## src/hw/rtl/i2ctmq_pkg.sv

```systemverilog
// ----------------------------------------------------------------------------
// i2ctmq_pkg
// Shared codes and control structures of the I2C target message queue.
// ----------------------------------------------------------------------------
`default_nettype none

package i2ctmq_pkg;

    localparam logic [2:0] FUNC_WR_START  = 3'd0;
    localparam logic [2:0] FUNC_BYTE_RX   = 3'd1;
    localparam logic [2:0] FUNC_RD_START  = 3'd2;
    localparam logic [2:0] FUNC_RD_DONE   = 3'd3;
    localparam logic [2:0] FUNC_STOP      = 3'd4;
    localparam logic [2:0] FUNC_HOST_TAKE = 3'd5;
    localparam logic [2:0] FUNC_HOST_PUT  = 3'd6;

    localparam logic [1:0] ST_OK       = 2'd0;
    localparam logic [1:0] ST_REJECT   = 2'd1;
    localparam logic [1:0] ST_TOO_LONG = 2'd2;
    localparam logic [1:0] ST_NONE     = 2'd3;

    localparam logic [7:0] IDLE_BYTE = 8'hFF;

    // Commands from the controller to the datapath.
    typedef struct packed {
        logic accept;
        logic exec;
        logic take_load;
    } cmd_t;

    // Status from the datapath to the controller.
    typedef struct packed {
        logic take_stream;
        logic take_last;
        logic out_free;
    } sts_t;

endpackage

`default_nettype wire

```

## src/hw/rtl/i2ctmq_ram.sv

```systemverilog
// ----------------------------------------------------------------------------
// i2ctmq_ram
// Generic single write port, single read port RAM with registered read.
// ----------------------------------------------------------------------------
`default_nettype none

module i2ctmq_ram #(
    parameter int WIDTH = 8,
    parameter int DEPTH = 256
) (
    input  wire logic                     clk,
    input  wire logic                     we,
    input  wire logic [$clog2(DEPTH)-1:0] waddr,
    input  wire logic [WIDTH-1:0]         wdata,
    input  wire logic [$clog2(DEPTH)-1:0] raddr,
    output logic      [WIDTH-1:0]         rdata
);

    logic [WIDTH-1:0] mem [DEPTH];

    always_ff @(posedge clk)
    begin
        if (we)
        begin
            mem[waddr] <= wdata;
        end
        rdata <= mem[raddr];
    end

endmodule

`default_nettype wire

```

## src/hw/rtl/i2ctmq_ctrl.sv

```systemverilog
// ----------------------------------------------------------------------------
// i2ctmq_ctrl
// Sequencer: accepts one item, executes it, and walks the bytes of a take.
// ----------------------------------------------------------------------------
`default_nettype none

module i2ctmq_ctrl (
    input  wire logic              clk,
    input  wire logic              rst_n,
    input  wire logic              in_valid,
    output logic                   in_ready,
    input  wire i2ctmq_pkg::sts_t  sts,
    output i2ctmq_pkg::cmd_t       cmd
);
    import i2ctmq_pkg::*;

    typedef enum logic [1:0] {
        S_IDLE,
        S_EXEC,
        S_TAKE_RD,
        S_TAKE_OUT
    } state_t;

    state_t state_reg;
    logic   in_ready_reg;

    assign in_ready = in_ready_reg;

    always_comb
    begin
        cmd.accept    = in_ready_reg && in_valid;
        cmd.exec      = (state_reg == S_EXEC) && sts.out_free;
        cmd.take_load = (state_reg == S_TAKE_OUT) && sts.out_free;
    end

    always_ff @(posedge clk or negedge rst_n)
    begin
        if (!rst_n)
        begin
            state_reg    <= S_IDLE;
            in_ready_reg <= 1'b1;
        end
        else
        begin
            case (state_reg)
                S_IDLE:
                begin
                    if (in_valid)
                    begin
                        state_reg    <= S_EXEC;
                        in_ready_reg <= 1'b0;
                    end
                end
                S_EXEC:
                begin
                    if (sts.out_free)
                    begin
                        if (sts.take_stream)
                        begin
                            state_reg <= S_TAKE_RD;
                        end
                        else
                        begin
                            state_reg    <= S_IDLE;
                            in_ready_reg <= 1'b1;
                        end
                    end
                end
                S_TAKE_RD:
                begin
                    state_reg <= S_TAKE_OUT;
                end
                S_TAKE_OUT:
                begin
                    if (sts.out_free)
                    begin
                        if (sts.take_last)
                        begin
                            state_reg    <= S_IDLE;
                            in_ready_reg <= 1'b1;
                        end
                        else
                        begin
                            state_reg <= S_TAKE_RD;
                        end
                    end
                end
                default:
                begin
                    state_reg    <= S_IDLE;
                    in_ready_reg <= 1'b1;
                end
            endcase
        end
    end

endmodule

`default_nettype wire

```

## src/hw/rtl/i2ctmq_dp.sv

```systemverilog
// ----------------------------------------------------------------------------
// i2ctmq_dp
// Datapath: ring pointers, message stores, length tables and result register.
// ----------------------------------------------------------------------------
`default_nettype none

module i2ctmq_dp #(
    parameter int MSG_SIZE    = 32,
    parameter int QUEUE_DEPTH = 8
) (
    input  wire logic              clk,
    input  wire logic              rst_n,
    input  wire logic              cfg_wr_en,
    input  wire logic [6:0]        cfg_wr_data,
    input  wire i2ctmq_pkg::cmd_t  cmd,
    output i2ctmq_pkg::sts_t       sts,
    input  wire logic [2:0]        func,
    input  wire logic [7:0]        data,
    input  wire logic [5:0]        host_limit,
    input  wire logic              host_last,
    output logic                   out_valid,
    input  wire logic              out_ready,
    output logic [7:0]             result_byte,
    output logic [1:0]             status,
    output logic [5:0]             msg_length,
    output logic                   more_pending,
    output logic                   new_message,
    output logic                   last
);
    import i2ctmq_pkg::*;

    localparam int LEN_W  = $clog2(MSG_SIZE + 1);
    localparam int SLOT_W = $clog2(QUEUE_DEPTH);
    localparam int STORE_DEPTH = QUEUE_DEPTH * MSG_SIZE;
    localparam int AW     = $clog2(STORE_DEPTH);
    localparam logic [LEN_W-1:0] MSG_LEN = LEN_W'(MSG_SIZE);

    function automatic logic [SLOT_W-1:0] next_slot(input logic [SLOT_W-1:0] x);
        logic [SLOT_W-1:0] r;
        if (x == SLOT_W'(QUEUE_DEPTH - 1))
        begin
            r = '0;
        end
        else
        begin
            r = x + 1'b1;
        end
        return r;
    endfunction

    function automatic logic [AW-1:0] store_addr(input logic [SLOT_W-1:0] slot,
                                                 input logic [LEN_W-1:0]  idx);
        return AW'(slot) * AW'(MSG_SIZE) + AW'(idx);
    endfunction

    function automatic logic [5:0] len6(input logic [LEN_W-1:0] l);
        logic [LEN_W+5:0] w;
        w = {6'd0, l};
        return w[5:0];
    endfunction

    // Architectural state.
    logic [6:0]        own_addr_reg;
    logic [SLOT_W-1:0] rx_head_reg, rx_head_next, rx_tail_reg, rx_tail_next;
    logic [LEN_W-1:0]  rx_len_reg, rx_len_next;
    logic              rx_trunc_reg, rx_trunc_next;
    logic              bus_rd_reg, bus_rd_next;
    logic [SLOT_W-1:0] tx_head_reg, tx_head_next, tx_tail_reg, tx_tail_next;
    logic [LEN_W-1:0]  tx_fill_reg, tx_fill_next;
    logic              tx_ovf_reg, tx_ovf_next;
    logic [LEN_W-1:0]  rd_idx_reg, rd_idx_next;

    // Latched item and take walk.
    logic [2:0]        func_reg;
    logic [7:0]        data_reg;
    logic [5:0]        limit_reg;
    logic              hlast_reg;
    logic [LEN_W-1:0]  take_idx_reg, take_idx_next;
    logic [LEN_W-1:0]  take_len_reg, take_len_next;
    logic              take_more_reg, take_more_next;

    // Result register.
    logic              ov_reg;
    logic [7:0]        rb_reg, rb_next;
    logic [1:0]        st_reg, st_next;
    logic [5:0]        ml_reg, ml_next;
    logic              mp_reg, mp_next;
    logic              nm_reg, nm_next;
    logic              ls_reg, ls_next;
    logic              load;

    // Memory ports.
    logic              rxs_we, txs_we, rxl_we, txl_we;
    logic [AW-1:0]     rxs_waddr, txs_waddr;
    logic [7:0]        rxs_wdata, txs_wdata, rxs_rdata, txs_rdata;
    logic [LEN_W-1:0]  rxl_rdata, txl_rdata, txl_wdata;

    i2ctmq_ram #(.WIDTH(8), .DEPTH(STORE_DEPTH)) u_rx_store (
        .clk(clk), .we(rxs_we), .waddr(rxs_waddr), .wdata(rxs_wdata),
        .raddr(store_addr(rx_tail_reg, take_idx_reg)), .rdata(rxs_rdata)
    );

    i2ctmq_ram #(.WIDTH(8), .DEPTH(STORE_DEPTH)) u_tx_store (
        .clk(clk), .we(txs_we), .waddr(txs_waddr), .wdata(txs_wdata),
        .raddr(store_addr(tx_tail_reg, rd_idx_reg)), .rdata(txs_rdata)
    );

    i2ctmq_ram #(.WIDTH(LEN_W), .DEPTH(QUEUE_DEPTH)) u_rx_lengths (
        .clk(clk), .we(rxl_we), .waddr(rx_head_reg), .wdata(rx_len_reg),
        .raddr(rx_tail_reg), .rdata(rxl_rdata)
    );

    i2ctmq_ram #(.WIDTH(LEN_W), .DEPTH(QUEUE_DEPTH)) u_tx_lengths (
        .clk(clk), .we(txl_we), .waddr(tx_head_reg), .wdata(txl_wdata),
        .raddr(tx_tail_reg), .rdata(txl_rdata)
    );

    always_comb
    begin
        logic             rx_empty;
        logic             tx_empty;
        logic [LEN_W-1:0] fill_n;
        logic [1:0]       pst;

        rx_empty = (rx_tail_reg == rx_head_reg);
        tx_empty = (tx_tail_reg == tx_head_reg);
        fill_n   = tx_fill_reg;
        pst      = ST_OK;

        sts.out_free  = !ov_reg || out_ready;
        sts.take_last = (LEN_W'(take_idx_reg + 1'b1) == take_len_reg);

        rx_head_next   = rx_head_reg;
        rx_tail_next   = rx_tail_reg;
        rx_len_next    = rx_len_reg;
        rx_trunc_next  = rx_trunc_reg;
        bus_rd_next    = bus_rd_reg;
        tx_head_next   = tx_head_reg;
        tx_tail_next   = tx_tail_reg;
        tx_fill_next   = tx_fill_reg;
        tx_ovf_next    = tx_ovf_reg;
        rd_idx_next    = rd_idx_reg;
        take_idx_next  = take_idx_reg;
        take_len_next  = take_len_reg;
        take_more_next = take_more_reg;

        rxs_we    = 1'b0;
        rxs_waddr = store_addr(rx_head_reg, rx_len_reg);
        rxs_wdata = data_reg;
        txs_we    = 1'b0;
        txs_waddr = store_addr(tx_head_reg, tx_fill_reg);
        txs_wdata = data_reg;
        rxl_we    = 1'b0;
        txl_we    = 1'b0;
        txl_wdata = tx_fill_reg;

        sts.take_stream = 1'b0;
        load    = 1'b0;
        rb_next = 8'd0;
        st_next = ST_OK;
        ml_next = 6'd0;
        mp_next = 1'b0;
        nm_next = 1'b0;
        ls_next = 1'b1;

        if (cmd.accept)
        begin
            take_idx_next = '0;
        end

        if (cmd.exec)
        begin
            load = 1'b1;
            case (func_reg)
                FUNC_WR_START:
                begin
                    bus_rd_next   = 1'b0;
                    rx_trunc_next = 1'b0;
                    rxs_we        = 1'b1;
                    rxs_waddr     = store_addr(rx_head_reg, '0);
                    rxs_wdata     = {own_addr_reg, 1'b0};
                    rx_len_next   = LEN_W'(1);
                    ml_next       = 6'd1;
                end
                FUNC_BYTE_RX:
                begin
                    if (rx_len_reg < MSG_LEN)
                    begin
                        rxs_we      = 1'b1;
                        rx_len_next = rx_len_reg + 1'b1;
                        ml_next     = len6(rx_len_reg + 1'b1);
                    end
                    else
                    begin
                        rx_trunc_next = 1'b1;
                        st_next       = ST_REJECT;
                        ml_next       = len6(rx_len_reg);
                    end
                end
                FUNC_RD_START, FUNC_RD_DONE:
                begin
                    if (func_reg == FUNC_RD_START)
                    begin
                        bus_rd_next = 1'b1;
                    end
                    if (tx_empty)
                    begin
                        rb_next = IDLE_BYTE;
                        st_next = ST_NONE;
                    end
                    else if (rd_idx_reg < txl_rdata && rd_idx_reg < MSG_LEN)
                    begin
                        rb_next     = txs_rdata;
                        rd_idx_next = rd_idx_reg + 1'b1;
                        ml_next     = len6(txl_rdata);
                    end
                    else
                    begin
                        rb_next = IDLE_BYTE;
                        st_next = ST_NONE;
                        ml_next = len6(txl_rdata);
                    end
                end
                FUNC_STOP:
                begin
                    if (!bus_rd_reg)
                    begin
                        ml_next = len6(rx_len_reg);
                        if (rx_trunc_reg || rx_len_reg < LEN_W'(2))
                        begin
                            st_next = ST_REJECT;
                        end
                        else
                        begin
                            // The finished length is written to the table at the old head slot as the head moves.
                            rxl_we       = 1'b1;
                            rx_head_next = next_slot(rx_head_reg);
                            rx_len_next  = '0;
                            if (rx_tail_reg == next_slot(rx_head_reg))
                            begin
                                rx_tail_next = next_slot(rx_tail_reg);
                            end
                            nm_next = 1'b1;
                        end
                    end
                    else
                    begin
                        ml_next = tx_empty ? 6'd0 : len6(txl_rdata);
                        if (rd_idx_reg == txl_rdata)
                        begin
                            if (!tx_empty)
                            begin
                                tx_tail_next = next_slot(tx_tail_reg);
                            end
                            rd_idx_next = '0;
                        end
                    end
                end
                FUNC_HOST_TAKE:
                begin
                    if (rx_empty)
                    begin
                        st_next = ST_NONE;
                    end
                    else if ({6'd0, rxl_rdata} > {{LEN_W{1'b0}}, limit_reg} ||
                             rxl_rdata == '0)
                    begin
                        rx_tail_next = next_slot(rx_tail_reg);
                        mp_next = (next_slot(rx_tail_reg) != rx_head_reg);
                        ml_next = len6(rxl_rdata);
                        st_next = (rxl_rdata == '0) ? ST_OK : ST_TOO_LONG;
                    end
                    else
                    begin
                        // The bytes follow one at a time; the tail moves after the last.
                        load            = 1'b0;
                        sts.take_stream = 1'b1;
                        take_len_next   = rxl_rdata;
                        take_more_next  = (next_slot(rx_tail_reg) != rx_head_reg);
                    end
                end
                FUNC_HOST_PUT:
                begin
                    if (tx_fill_reg < MSG_LEN)
                    begin
                        txs_we = 1'b1;
                        fill_n = tx_fill_reg + 1'b1;
                    end
                    else
                    begin
                        tx_ovf_next = 1'b1;
                        pst         = ST_REJECT;
                    end
                    tx_fill_next = fill_n;
                    ml_next      = len6(fill_n);
                    if (hlast_reg)
                    begin
                        if (tx_ovf_next || next_slot(tx_head_reg) == tx_tail_reg)
                        begin
                            pst = ST_REJECT;
                        end
                        else
                        begin
                            txl_we       = 1'b1;
                            txl_wdata    = fill_n;
                            tx_head_next = next_slot(tx_head_reg);
                        end
                        tx_fill_next = '0;
                        tx_ovf_next  = 1'b0;
                    end
                    st_next = pst;
                end
                default:
                begin
                    rb_next = IDLE_BYTE;
                    st_next = ST_NONE;
                end
            endcase
        end

        if (cmd.take_load)
        begin
            load    = 1'b1;
            rb_next = rxs_rdata;
            ml_next = len6(take_len_reg);
            mp_next = take_more_reg;
            ls_next = sts.take_last;
            take_idx_next = take_idx_reg + 1'b1;
            if (sts.take_last)
            begin
                rx_tail_next = next_slot(rx_tail_reg);
            end
        end
    end

    always_ff @(posedge clk or negedge rst_n)
    begin
        if (!rst_n)
        begin
            own_addr_reg  <= '0;
            rx_head_reg   <= '0;
            rx_tail_reg   <= '0;
            rx_len_reg    <= '0;
            rx_trunc_reg  <= 1'b0;
            bus_rd_reg    <= 1'b0;
            tx_head_reg   <= '0;
            tx_tail_reg   <= '0;
            tx_fill_reg   <= '0;
            tx_ovf_reg    <= 1'b0;
            rd_idx_reg    <= '0;
            take_idx_reg  <= '0;
            ov_reg        <= 1'b0;
        end
        else
        begin
            if (cfg_wr_en)
            begin
                own_addr_reg <= cfg_wr_data;
            end
            rx_head_reg  <= rx_head_next;
            rx_tail_reg  <= rx_tail_next;
            rx_len_reg   <= rx_len_next;
            rx_trunc_reg <= rx_trunc_next;
            bus_rd_reg   <= bus_rd_next;
            tx_head_reg  <= tx_head_next;
            tx_tail_reg  <= tx_tail_next;
            tx_fill_reg  <= tx_fill_next;
            tx_ovf_reg   <= tx_ovf_next;
            rd_idx_reg   <= rd_idx_next;
            take_idx_reg <= take_idx_next;
            if (load)
            begin
                ov_reg <= 1'b1;
            end
            else if (out_ready)
            begin
                ov_reg <= 1'b0;
            end
        end
    end

    always_ff @(posedge clk)
    begin
        if (cmd.accept)
        begin
            func_reg  <= func;
            data_reg  <= data;
            limit_reg <= host_limit;
            hlast_reg <= host_last;
        end
        take_len_reg  <= take_len_next;
        take_more_reg <= take_more_next;
        if (load)
        begin
            rb_reg <= rb_next;
            st_reg <= st_next;
            ml_reg <= ml_next;
            mp_reg <= mp_next;
            nm_reg <= nm_next;
            ls_reg <= ls_next;
        end
    end

    assign out_valid    = ov_reg;
    assign result_byte  = rb_reg;
    assign status       = st_reg;
    assign msg_length   = ml_reg;
    assign more_pending = mp_reg;
    assign new_message  = nm_reg;
    assign last         = ls_reg;

endmodule

`default_nettype wire

```

## src/hw/rtl/i2c_target_message_queue.sv

```systemverilog
// An item is accepted and then executed once the result register is free; the block
// takes no new item until it is done with the current one.
// Each result is registered; a host take reads each byte from the store (registered
// store read, S_TAKE_RD) and gives it out in S_TAKE_OUT, one byte at a time.
// Reset (rst_n, asynchronous) empties both rings and clears the address register;
// stores and length tables are not cleared and need no clearing pass.
// ----------------------------------------------------------------------------
// i2c_target_message_queue
// I2C target with a receive message ring and a transmit message ring.
// ----------------------------------------------------------------------------
`default_nettype none

module i2c_target_message_queue #(
    parameter int MSG_SIZE    = 32,
    parameter int QUEUE_DEPTH = 8
) (
    input  wire logic       clk,
    input  wire logic       rst_n,
    input  wire logic       cfg_wr_en,
    input  wire logic [6:0] cfg_wr_data,
    input  wire logic       in_valid,
    output logic            in_ready,
    input  wire logic [2:0] func,
    input  wire logic [7:0] data,
    input  wire logic [5:0] host_limit,
    input  wire logic       host_last,
    output logic            out_valid,
    input  wire logic       out_ready,
    output logic [7:0]      result_byte,
    output logic [1:0]      status,
    output logic [5:0]      msg_length,
    output logic            more_pending,
    output logic            new_message,
    output logic            last
);
    import i2ctmq_pkg::*;

    cmd_t cmd;
    sts_t sts;

    i2ctmq_ctrl u_ctrl (
        .clk(clk), .rst_n(rst_n), .in_valid(in_valid), .in_ready(in_ready),
        .sts(sts), .cmd(cmd)
    );

    i2ctmq_dp #(.MSG_SIZE(MSG_SIZE), .QUEUE_DEPTH(QUEUE_DEPTH)) u_dp (
        .clk(clk), .rst_n(rst_n), .cfg_wr_en(cfg_wr_en), .cfg_wr_data(cfg_wr_data),
        .cmd(cmd), .sts(sts), .func(func), .data(data), .host_limit(host_limit),
        .host_last(host_last), .out_valid(out_valid), .out_ready(out_ready),
        .result_byte(result_byte), .status(status), .msg_length(msg_length),
        .more_pending(more_pending), .new_message(new_message), .last(last)
    );

endmodule

`default_nettype wire

```

## config.mk

```make
export PLATFORM = sky130hd
export DESIGN_NAME = i2c_target_message_queue
export DESIGN_NICKNAME = d
export VERILOG_FILES = /design/src/hw/rtl/i2ctmq_pkg.sv /design/src/hw/rtl/i2ctmq_ram.sv /design/src/hw/rtl/i2ctmq_ctrl.sv /design/src/hw/rtl/i2ctmq_dp.sv /design/src/hw/rtl/i2c_target_message_queue.sv
export SDC_FILE = /design/constraint.sdc
export NUM_CORES = 2
export LEC_CHECK = 0
export BUFFER_PORTS_ARGS = -buffer_cell sky130_fd_sc_hd__buf_2
export CAP_MARGIN = 0
export CELL_PAD_IN_SITES_DETAIL_PLACEMENT = 1
export CELL_PAD_IN_SITES_GLOBAL_PLACEMENT = 2
export CORE_ASPECT_RATIO = 0.8
export CORE_MARGIN = 4
export CORE_UTILIZATION = 50
export CTS_BUF_LIST = sky130_fd_sc_hd__clkbuf_4
export DETAILED_ROUTE_END_ITERATION = 16
export PLACE_DENSITY_LB_ADDON = 0.05
export SLEW_MARGIN = 20
export SYNTH_ARGS = -nofsm -noshare
export SYNTH_HDL_FRONTEND = slang
export SYNTH_MEMORY_MAX_BITS = 65536
export SYNTH_SLANG_ARGS = --single-unit
```

## constraint.sdc

```tcl
create_clock -name clk -period 12.21 [get_ports clk]
set_input_delay 2.442 -clock clk [delete_from_list [all_inputs] [get_ports clk]]
set_output_delay 2.442 -clock clk [all_outputs]
set_load 0.005 [all_outputs]
```

* Yosys cells after proc, flatten, opt, wreduce, memory -nomap -nowiden
Memory sizes are Yosys's and may differ from the RTL's. A register that Yosys moved wholly into a read port is not among the register bits. Cells that the tools add are included.
Word-level totals: register bits after elaboration 94, memories 4, input bits 30, RAM bits 4192, word-level logic and storage cells 252, output and inout bits 21
Operators by class: add/sub/neg operators 12, multiplexer cells 131, $lt $le $gt $ge 6, equality and inequality tests 34, reductions and logical operators 32, bitwise logic cells 6
Memory list:
- u_dp.u_rx_store.mem | depth 256, bits a word 8, read ports 1, clocked after Yosys merged registers in 1, wr ports 1, RTL line i2ctmq_ram.sv:19 | logic [WIDTH-1:0] mem [DEPTH];
- u_dp.u_tx_store.mem | depth 256, bits a word 8, read ports 1, clocked after Yosys merged registers in 1, wr ports 1, RTL line i2ctmq_ram.sv:19
- u_dp.u_rx_lengths.mem | depth 8, bits a word 6, read ports 1, clocked after Yosys merged registers in 1, wr ports 1, RTL line i2ctmq_ram.sv:19
- u_dp.u_tx_lengths.mem | depth 8, bits a word 6, read ports 1, clocked after Yosys merged registers in 1, wr ports 1, RTL line i2ctmq_ram.sv:19
Operators by type and width (count):
- 6-bit 2-to-1 mux | 21
- 3-bit 2-to-1 mux | 27
- 8-bit 2-to-1 mux | 8
- 1-bit 2-to-1 mux | 52
- 6-bit case mux with 6 select lines | 1
- 8-bit by 6-bit adder with 8-bit output | 4
- 6-bit by 1-bit adder with 6-bit output (second input constant) | 4
- 2-bit 2-to-1 mux | 12
- 3-bit equality test (second input constant) | 7
- 6-bit < comparator (second input constant) | 3
- 6-bit case mux with 3 select lines | 1
- 8-bit case mux with 2 select lines | 1
- 4-bit AND reduction | 4
- 2-bit != test (second input constant) | 7
- 3-bit by 1-bit adder with 3-bit output (second input constant) | 4
- 3-bit equality test | 4
- 6-bit equality test | 2
- 2-bit by 1-bit != test with 1-bit output (second input constant) | 6
- 2-bit case mux with 6 select lines | 1
- 6-bit case mux with 2 select lines | 1
- 6-bit AND reduction | 2
- 2-bit nonzero test | 5
- 3-bit AND reduction | 3
- 2-bit case mux with 4 select lines | 1
- 23 further kinds | 40

* Logic depth before layout (Yosys ltp)
depth in word-level cells 14, depth in mapped cells 14, mapped depth without buffers 9

* Cells and area by module
A second synthesis with hierarchy kept.
Second synthesis, totals: cells, all modules 8182, area total of the unflattened synthesis 168729.3 um^2
By module, submodules not included:
- i2ctmq_ram (u_dp.u_rx_store ...) | sequential area each 61659.1 um^2, instances 2, cells an instance 3733, area each 79556.3 um^2
- i2ctmq_dp | sequential area each 2497.4 um^2, instances 1, cells an instance 525, area each 5426.5 um^2
- i2ctmq_ram (u_dp.u_rx_lengths ...) | sequential area each 1561.5 um^2, instances 2, cells an instance 88, area each 2021.9 um^2
- i2ctmq_ctrl | sequential area each 76.3 um^2, instances 1, cells an instance 15, area each 146.4 um^2

* Least setup slack after synthesis
No wires, ideal clock.
kind flip-flop to flip-flop, start point reg u_dp.data_reg[0], end point mem u_dp.u_rx_store.mem[0][0] (data pin), data arrival time 6.778 ns, cell stages (with the launch flop) 2, data required time 11.344 ns, library setup time 0.866 ns, buffers on the path 0, setup slack 4.565 ns, clock period less this slack 7.645 ns, cell sequence edfxtp_1 -> and2_1
On the way: cells in the longest elaborated chain, start to end 2
Ends and longest elaborated chain:
- start, declared | RTL line i2ctmq_dp.sv:75 | logic [7:0] data_reg;
- start signal, assigned | RTL line i2ctmq_dp.sv:387 | data_reg <= data;
- 8-bit 2-to-1 mux | RTL line i2ctmq_dp.sv:174 | case (func_reg)
- 8-bit 2-to-1 mux * | RTL line i2ctmq_dp.sv:171 | if (cmd.exec)
- net u_dp.rxs_wdata[0] | RTL line i2ctmq_dp.sv:95 | logic [7:0] rxs_wdata, txs_wdata, rxs_rdata, txs_rdata;
- end, declared | RTL line i2ctmq_ram.sv:19
The timed path passes the listed nets; every way through them passes the cells marked *.

* Worst setup path in the final report
start point reg u_dp.take_idx_reg[1], end point reg u_dp.u_rx_store.rdata[7], read port of u_dp.u_rx_store.mem
On the way: cells in the longest elaborated chain, start to end 1
Ends and longest elaborated chain:
- start, declared | RTL line i2ctmq_dp.sv:78 | logic [LEN_W-1:0] take_idx_reg, take_idx_next;
- start signal, assigned | RTL line i2ctmq_dp.sv:370 | take_idx_reg <= take_idx_next;
- 8-bit by 6-bit adder with 8-bit output | RTL line i2ctmq_dp.sv:53 | return AW'(slot) * AW'(MSG_SIZE) + AW'(idx);
- end, declared | RTL line i2ctmq_ram.sv:16 | output logic [WIDTH-1:0] rdata
No other way between the ends. A chain may end at the register's enable or synchronous reset.

==> flow_summary.ini <==
[layout]
instances_no_fill = 14594
largest_registers = u_dp.u_rx_store.mem x2048, u_dp.u_tx_store.mem x2048
drive_gt1_share_pct = 28.7
area_growth_pct = 10.9
nNetsFinal = 9435
final_core_util_pct = 55.9
fill_cells = 29759

[run]
drv_cap = 0

[route]
drt_wl_total_um = 502000
vias_per_cell = 6.31
vias = 92040
routedWlPerCell_um = 34.4
dr.pass1.iters = 6
drtIter0Drc = 12114
drcViolationCount = 0
postRouteAntennaNets = 0

[timing]
slew_headroom_pct = 10.8
layout_setup_ws_ns = 6.06
timing.hold.ws_ns = 0.510
timing.fmax_mhz = 162
rsz0062_at_grt = false
min_period_ns = 6.15
finalSetupTns_ns = 0
period_share_pct = 50.4
report.final.setup_viol = 0
tightest_slew_ns = 1.33
skew_ns = 0.111
slew_viol_final = 0
hold_violations = 0

[placed_design]
place.gp.congestion = 0.848
numPortBuffers = 50
dp_slack_ns = 5.15
post-dp-hpwl_um = 301000
dp.cells = 12741

[clocking]
cts_hold_buf = 0
cts_sinks = 4314
cts_root_buffer = clkbuf_4
ctsResizeCount = 0
post_cts_buffers = 0
clock_path_buffers = 5
clk_latency_ns = 1.65
cts_made_buffers = 1138
path_clk_slew_ns = 0.07
htree_num_levels = 7
cts_tree = yes

[critical_path]
cp_max_fo = 50
crit_arrival_ns = 7.66
worstSetupEndpointType = flip-flop
criticalPathCategory = flip-flop to flip-flop
cp_data_required_time_ns = 13.71
cp-start-kind = flip-flop

[synthesis]
avgSynthCellArea_um2 = 20.0
synth_edf_count = 4236
synth_top_area_share_pct = 75.1
syn_nets = 8554
ys_ff_latch = 4314
yosysWarnings = 0
synth.yosys.seq_area_share_pct = 76.1
synth_top_area_cell = edfxtp_1
async_flop_share_pct = 1.16
synth_cell_types = 78
ys.flop_type = edfxtp_1
netlist_area_um2 = 169000
postSynthCellCount = 8489
synthTopCellsByArea = edfxtp_1 (75%), mux4_2 (11%), mux2i_1 (3.3%)

[global_routing]
grt_pass1_vias = 94596
antenna_found_initial = 35
grt.overflow.total = 0
grt_pass1_wl_um = 714000
grtUsageTotal_pct = 29.1
grt_start_max_net_pins = 159

[floorplanning]
die-area_um2 = 348000
core_area_um2 = 336000
pin_count = 51
chipHeight_um = 529
initial_core_util_pct = 50.4
rows = 190
die_w_um = 659

[power]
power_density_nw_per_um2 = 202
peakVddDrop_mv = 0.165
leakage_nw = 59.7

[min_path]
hold_path_class = flip-flop to flip-flop

[run_status]
status = finished clean
-- placed cells by master, fill, tap and decap left out, types with 26 or more instances in the layout --
cell type / netlist / final
nor3_1: 88 / 85
mux4_2: 838 / 838
o221ai_1: 148 / 148
nand2_1: 262 / 226
buf_2: 114 / 50
edfxtp_1: 4236 / 4236
clkbuf_4: 0 / 1558
dfxtp_1: 28 / 28
a31oi_1: 51 / 51
nand3_1: 52 / 47
diode_2: 0 / 28
mux2_2: 70 / 70
ha_1: 35 / 34
clkinv_2: 0 / 34
mux2i_1: 556 / 556
clkinv_1: 1 / 189
o21ai_0: 135 / 135
o22ai_1: 117 / 117
a22oi_1: 95 / 95
inv_1: 34 / 32
nor2_1: 654 / 647
inv_2: 3 / 27
buf_4: 56 / 163
a221oi_1: 26 / 26
dfrtp_1: 49 / 40
nand2b_1: 41 / 40
a21oi_1: 144 / 144
-- layer usage --
layer	GRT usage [%]	part of all wire [%]	vias up
li1	-	-	37370
met4	8.09	1.7	6
met2	40.6	44	4971
met3	7.50	9.7	665
met1	45.5	45	49028
met5	0	0.0084	-
-- kinds of logic after synthesis --
family,after synthesis,share of synthesized area [%]
compound gates,864,3.49
xor+xnor,34,0.176
mux,1475,15.1
buf+inv,534,1.76
simple gates,1233,3.14
flops,4314,76.1
fa+ha+maj,35,0.258
-- layout make-up --
cell class,count,area (µm²),area share [%]
clock buffers,1557,11700,6.22
clock inverters,267,1490,0.790
diodes,28,70.1,0.0373
repair buffers,237,1940,1.03
flip-flops and latches,4314,129000,68.7
well taps,4512,5650,3.00
multi-input cells,3641,37900,20.1
inverters,38,155,0.0826
-- path summary, 6_finish.rpt --
path / depth (start not counted) / slack (ns) / start / end
max in group asynchronous: 2 / 10.58 / rst_n / u_dp.rd_idx_reg[2]
setup / recovery: 11 / 6.06 / u_dp.take_idx_reg[1] / u_dp.u_rx_store.rdata[7]
setup reg to reg: 11 / 6.06 / u_dp.take_idx_reg[1] / u_dp.u_rx_store.rdata[7]
hold reg to reg: 2 / 0.51 / u_dp.rx_trunc_reg / u_dp.rx_trunc_reg
hold / removal: 2 / 0.51 / u_dp.rx_trunc_reg / u_dp.rx_trunc_reg
min in group asynchronous: 2 / 0.94 / rst_n / u_dp.out_valid
-- synth_stat cells, types with 51 or more instances --
cell and n:
a21oi_1 144, nand3_1 52, mux2_2 70, a22oi_1 95, edfxtp_1 4236, a31oi_1 51
mux4_2 838, mux2i_1 556, nor2_1 654, buf_2 114, o221ai_1 148, clkbuf_1 223
buf_4 56, o22ai_1 117, nand2_1 262, nor3_1 88, o21ai_0 135
-- where the power goes --
group | leakage, nW | switching (mW) | internal (mW)
clock | 7.94 | 5.82 | 6.20
combinational | 12.8 | 5.39 | 3.19
sequential | 39.0 | 0.303 | 17.1
total | 59.7 | 11.5 | 26.5
-- critical path: stages (launching register included) --
cell and delay, ns:
dfrtp_4 0.44, buf_4 0.48, buf_4 0.70, buf_4 0.73
buf_4 0.71, mux4_2 0.35, nor2_1 0.06, nor2_1 0.24
o22ai_1 0.16, nor4_1 1.03, nand4_1 0.49, a2111oi_1 0.46
-- through the flow --
| step | total power [mW] | cell area [µm²] |
|---|---|---|
| floorplan | 23.3 | 169000 |
| global placement | 26.2 | 174000 |
| detailed placement | 26.3 | 175000 |
| CTS | 38.3 | 188000 |
| global route | 39.6 | 188000 |
| finish | 38.0 | 188000 |
(Power assumes the default switching activity.)
